===== src/hdl/bhfk_pkg.sv =====
// ----------------------------------------------------------------------------
// bhfk_pkg
// Types, constants and arithmetic helpers shared by the forward kinematics
// block and its multiplier unit.
// ----------------------------------------------------------------------------
package bhfk_pkg;

   localparam int FK_MAX_BONES = 256;
   localparam int MAT_WORDS    = 12;

   typedef enum logic [7:0] {
      S_IDLE = 8'b0000_0001,
      S_Q    = 8'b0000_0010,
      S_QW   = 8'b0000_0100,
      S_L    = 8'b0000_1000,
      S_LW   = 8'b0001_0000,
      S_M    = 8'b0010_0000,
      S_MW   = 8'b0100_0000,
      S_OUT  = 8'b1000_0000
   } state_type;

   typedef enum logic [2:0] {
      PH_Q = 3'b001,
      PH_L = 3'b010,
      PH_M = 3'b100
   } phase_type;

   typedef struct packed {
      phase_type  phase;
      logic [1:0] r;
      logic [1:0] c;
      logic [1:0] k;
      logic [3:0] qi;
   } tag_type;

   function automatic logic signed [31:0] sat32(input logic signed [63:0] v);
      logic signed [31:0] res;
      if (v > 64'sd2147483647) begin
         res = 32'sh7FFF_FFFF;
      end else if (v < -64'sd2147483648) begin
         res = 32'sh8000_0000;
      end else begin
         res = v[31:0];
      end
      return res;
   endfunction

endpackage


===== src/hdl/bhfk_mul.sv =====
// ----------------------------------------------------------------------------
// bhfk_mul
// Shared signed 32x32 multiplier with a registered product and a tag that
// travels alongside it.
// ----------------------------------------------------------------------------
module bhfk_mul
   import bhfk_pkg::*;
(
   input  logic                clock,
   input  logic                reset,
   input  logic                in_vld,
   input  tag_type             in_tag,
   input  logic signed [31:0]  a,
   input  logic signed [31:0]  b,
   output logic                out_vld,
   output tag_type             out_tag,
   output logic signed [63:0]  prod
);

   logic               vld_ff;
   tag_type            tag_ff;
   logic signed [63:0] prod_ff;

   always_ff @(posedge clock) begin
      if (reset) begin
         vld_ff <= 1'b0;
      end else begin
         vld_ff <= in_vld;
      end
      tag_ff  <= in_tag;
      prod_ff <= a * b;
   end

   assign out_vld = vld_ff;
   assign out_tag = tag_ff;
   assign prod    = prod_ff;

endmodule


===== config.mk =====
export PLATFORM = sky130hd
export DESIGN_NAME = bhfk_mul
export DESIGN_NICKNAME = d
export VERILOG_FILES = /design/src/hdl/bhfk_pkg.sv /design/src/hdl/bhfk_mul.sv
export SDC_FILE = /design/constraint.sdc
export NUM_CORES = 2
export LEC_CHECK = 0
export ABC_AREA = 1
export BUFFER_PORTS_ARGS = -buffer_cell sky130_fd_sc_hd__buf_2
export CORE_MARGIN = 1
export CORE_UTILIZATION = 45
export DETAILED_ROUTE_END_ITERATION = 10
export PLACE_DENSITY = 0.57
export SLEW_MARGIN = 20
export SYNTH_ARGS = -nofsm -noshare
export SYNTH_HDL_FRONTEND = slang
export SYNTH_SLANG_ARGS = --single-unit

===== constraint.sdc =====
create_clock -name clock -period 9.7 [get_ports clock]
set_input_delay 1.455 -clock clock [delete_from_list [all_inputs] [get_ports clock]]
set_output_delay 1.455 -clock clock [all_outputs]
set_load 0.02 [all_outputs]

-- After elaboration in Yosys (flattened, before gate mapping)
Cells that the tools add are included.
- bits in latches: 0
- output and inout port bits: 78
- input bits: 80
- bits in read-only memories: 0
- bits in registers: 78
- memories: 0
- RAM bits: 0
- magnitude comparators: 0
- mux-type cells: 0
- add/subtract/negate cells: 0
- div/mod/pow operators: 0
- reductions and logical operators: 0
- eq/ne operators: 0
- $mul: 1
- shift operators: 0
- bitwise operators: 0
- operator list (kind ; number):
    32-bit by 32-bit multiplier with 64-bit output ; 1

-- Longest topological paths before layout
- depth after elaboration: 1
- gate-level depth with buffers: 31
- depth with buffers taken out: 30

-- Least setup slack after synthesis
Ideal clock, no wire load.
- path type: in2reg
- start point: input a[31]
- end point: register prod_ff[62] (netlist: prod[62])
- buffers on the path: 1
- stages on the path: 27
- arrival time: 7.963 ns
- path slack: 1.624 ns
- cell sequence: clkbuf_1 -> nand2_1 -> inv_1 -> fa_1 -> inv_1 -> fa_1 -> inv_1 -> fa_1 -> fa_1 -> inv_1 -> fa_1 -> inv_1 -> fa_1 -> inv_1 -> fa_1 -> fa_1 -> inv_1 -> ha_1 -> a21oi_1 -> a21boi_0 -> nand2_1 -> nand2_1 -> nand2_1 -> a21oi_1 -> nand2_1 -> nand2_1 -> nand2_1
- word-level cells in the longest chain between the ends: 1
- RTL lines (what ; RTL line ; text):
    start, declared ; bhfk_mul.sv:13 ; input logic signed [31:0] a,
    32-bit by 32-bit multiplier with 64-bit output ; bhfk_mul.sv:31 ; prod_ff <= a * b;
    end signal, assigned ; bhfk_mul.sv:31 ;
    end, declared ; bhfk_mul.sv:22 ; logic signed [63:0] prod_ff;
Every way passes these cells.
A chain may end at the register's enable or synchronous reset.

-- Final worst setup path
- start point: input b[6]
- end point: register prod_ff[59] (netlist: prod[59])
- word-level cells in the longest chain between the ends: 1
- RTL lines (what ; RTL line ; text):
    start, declared ; bhfk_mul.sv:14 ; input logic signed [31:0] b,
    32-bit by 32-bit multiplier with 64-bit output ; bhfk_mul.sv:31 ;
Every way passes these cells.

==> summary.md <==
| Metric | Value |
|---|---|
| Area grow syn2layout | `5.31%` |
| Mapped Area | `40100 um^2` |
| WP data arrival | `8910 ps` |
| Total CTS buffers | `9` |
| Hold buffer count at CTS | `0` |
| Clock Path Buffers | `2` |
| Largest net degree at the start of global routing | `33` |
| Die H | `between 300 and 400 um` |
| Post-synthesis cell count | `5047` |
| # nets final | `~6400` |
| CTS H-tree lvls | `3` |
| Rows | `109` |
| Post-route setup TNS | `0 ps` |
| Hpwl dp | `around 99000 um` |
| Netlist cell types | `31` |
| Fin crit period | `8660 ps` |
| Syn. warnings | `0` |
| GRT Overall Usage | `between 20% and 30%` |
| Worst Path Required | `9950 ps` |
| Clk root buf | `clkbuf_16` |
| Area of the core | `88400 um^2` |
| Initial antenna violation count | `7` |
| Final setup vio count | `0` |
| Fmax | `115 MHz` |
| Register area share after synthesis | `3.89%` |
| Slowest cell on crit path | `fa_1` |
| Final cycle utilization of the critical path | `~89%` |
| DR vias/cell | `4.83` |
| Clock tree from TritonCTS | `built` |
| Fin. Hold Viols | `0` |
| Final Slew Violations | `0` |
| CP startpoint kind | `primary input` |
| Share of layout cells above drive strength 1 | `about 5.3%` |
| DRC Markers | `0` |
| Final ANT Viol Nets | `0` |
| Routed wire per std cell | `18.3 um` |
| Gr ovfl total | `0` |
| Commonest non-fill, non-tap cells in the layout | `1648 x inv_1, 1433 x nand2_1, 1082 x fa_1` |
| Post-CTS setup buffer count | `0` |
| Clk slew on worst S/H paths | `80 ps` |
| Global-route wire length before repair | `187000 um` |
| Boundary Pins | `158` |
| CP max FO | `32` |
| CP dominant cell by count | `fa_1` |
| Synth Area per Inst | `7.95 um^2` |
| I/O Buffers | `157` |
| Clock Sinks | `between 70 and 80` |
| Max-cap violations | `0` |
| Post-CTS sizing | `0` |
| Synth Register Bits | `78` |
| Die area | `90400 um^2` |
| Hold Crit Class | `primary input to register` |
| RSZ-0062 raised after global routing | `false` |
| DRT Pass-1 Iters | `8` |
| CP Class | `primary input to register` |
| Slew headroom | `about 37%` |
| Worst Max-Slew Pin Slew | `949 ps` |
| Number of global-route vias before repair | `32800` |
| Status | `complete, no violations` |
| Final wirelength | `114000 um` |
| Crit end category | `register` |
| Starting Density | `between 40% and 50%` |
| Iteration-0 DRC Markers | `~1800` |
| Gpl congestion | `0.936` |
| Die span in x | `301 um` |
| Commonest non-fill, non-tap cell in the layout | `inv_1` |
| CP max stage delay | `~630 ps` |
| Syn_nets | `between 6000 and 7000` |
| Vias | `30200` |
==> cell type report <==
class	count	area (um^2)
clock inverter	6	70.1
clock buffer	10	229
antenna	7	17.5
multi-input combinational	3121	31600
sequential	78	1560
timing repair buffer	196	1080
fill	8845	46100
tap	1165	1460
inverter	1656	6220
==> metrics by stage <==
stage / util [%] / hold WS, ps / cells / instance area, um^2 / worst slack (ps)
after detailed placement: 47.5 / 1560 / 6216 / 41900 / 692
after global routing: 47.8 / 1190 / 6237 / 42200 / 602
after floorplan: - / 1480 / 5047 / 40100 / 1620
after CTS: 47.8 / 1200 / 6232 / 42200 / 1050
final: 47.8 / 1210 / 6239 / 42300 / 1040
after global placement: 47.5 / 1560 / 6216 / 41900 / 744
==> cells in the mapped netlist <==
| master | n | area [um^2] |
|---|---|---|
| fa_1 | 1082 | 21700 |
| a21oi_1 | 61 | 305 |
| nand2_1 | 1433 | 5380 |
| nor3_4 | 1 | 16.3 |
| clkbuf_1 | 192 | 721 |
| o21bai_1 | 7 | 52.6 |
| nand3b_1 | 2 | 15.0 |
| nor4_1 | 4 | 25.0 |
| nor3_2 | 1 | 10.0 |
| o21ai_0 | 27 | 135 |
| xor2_1 | 32 | 280 |
| nor2_1 | 132 | 495 |
| dfxtp_1 | 78 | 1560 |
| inv_2 | 8 | 30.0 |
| a21boi_0 | 3 | 22.5 |
| nor2_2 | 16 | 100 |
| nand3_1 | 63 | 315 |
| or2_1 | 1 | 6.26 |
| o21a_1 | 2 | 15.0 |
| nand4_1 | 19 | 119 |
| nor3_1 | 7 | 35.0 |
| xnor2_1 | 6 | 52.6 |
| a21o_1 | 3 | 22.5 |
| inv_1 | 1648 | 6190 |
| or2_2 | 7 | 43.8 |
| o21ai_1 | 3 | 15.0 |
| ha_1 | 184 | 2300 |
| a21oi_2 | 2 | 17.5 |
| nand3_2 | 6 | 60.1 |
| nand2_2 | 14 | 87.6 |
| nor2_4 | 3 | 33.8 |
==> metal layers <==
metal	GRT usage [%]	vias up	part of all wire [%]	wire length, um
met5	0	-	0	0
met4	5.23	0	2.1	2400
met3	1.42	110	4.5	5110
met2	48.4	797	52	59000
met1	36.2	15500	42	47800
li1	-	13800	-	-
==> registers in the layout, indices dropped and copies added (netlist names) <==
signal / flops
out_tag: 13
out_vld: 1
prod: 64
==> worst max-delay path, delay by kind of cell <==
kind,cells,cell delay [ps]
adder cells (fa/ha/maj),9,4060
buffers and inverters,9,2050
AND/OR/NAND/NOR,8,1300
==> cells by family (layout without fill, tap and decap cells) <==
logic type,after synthesis,after routing,share of synthesized area (%)
flip-flops,78,78,3.89
other,0,7,0
AND/OR/NAND/NOR,1709,1709,16.8
adder cells (fa/ha/maj),1266,1266,59.7
buffers and inverters,1848,1868,17.3
XOR/XNOR,38,38,0.830
AO/OA/AOI/OAI,108,108,1.46
==> worst paths after layout <==
path                      start          to  cells after the start
worst max-delay path       b[6]    prod[59]                     26
worst min-delay path  in_tag[1]  out_tag[1]                      1
Power is not shown: default switching activity piles up to over one toggle a cycle in this logic, so the estimate is an artifact.
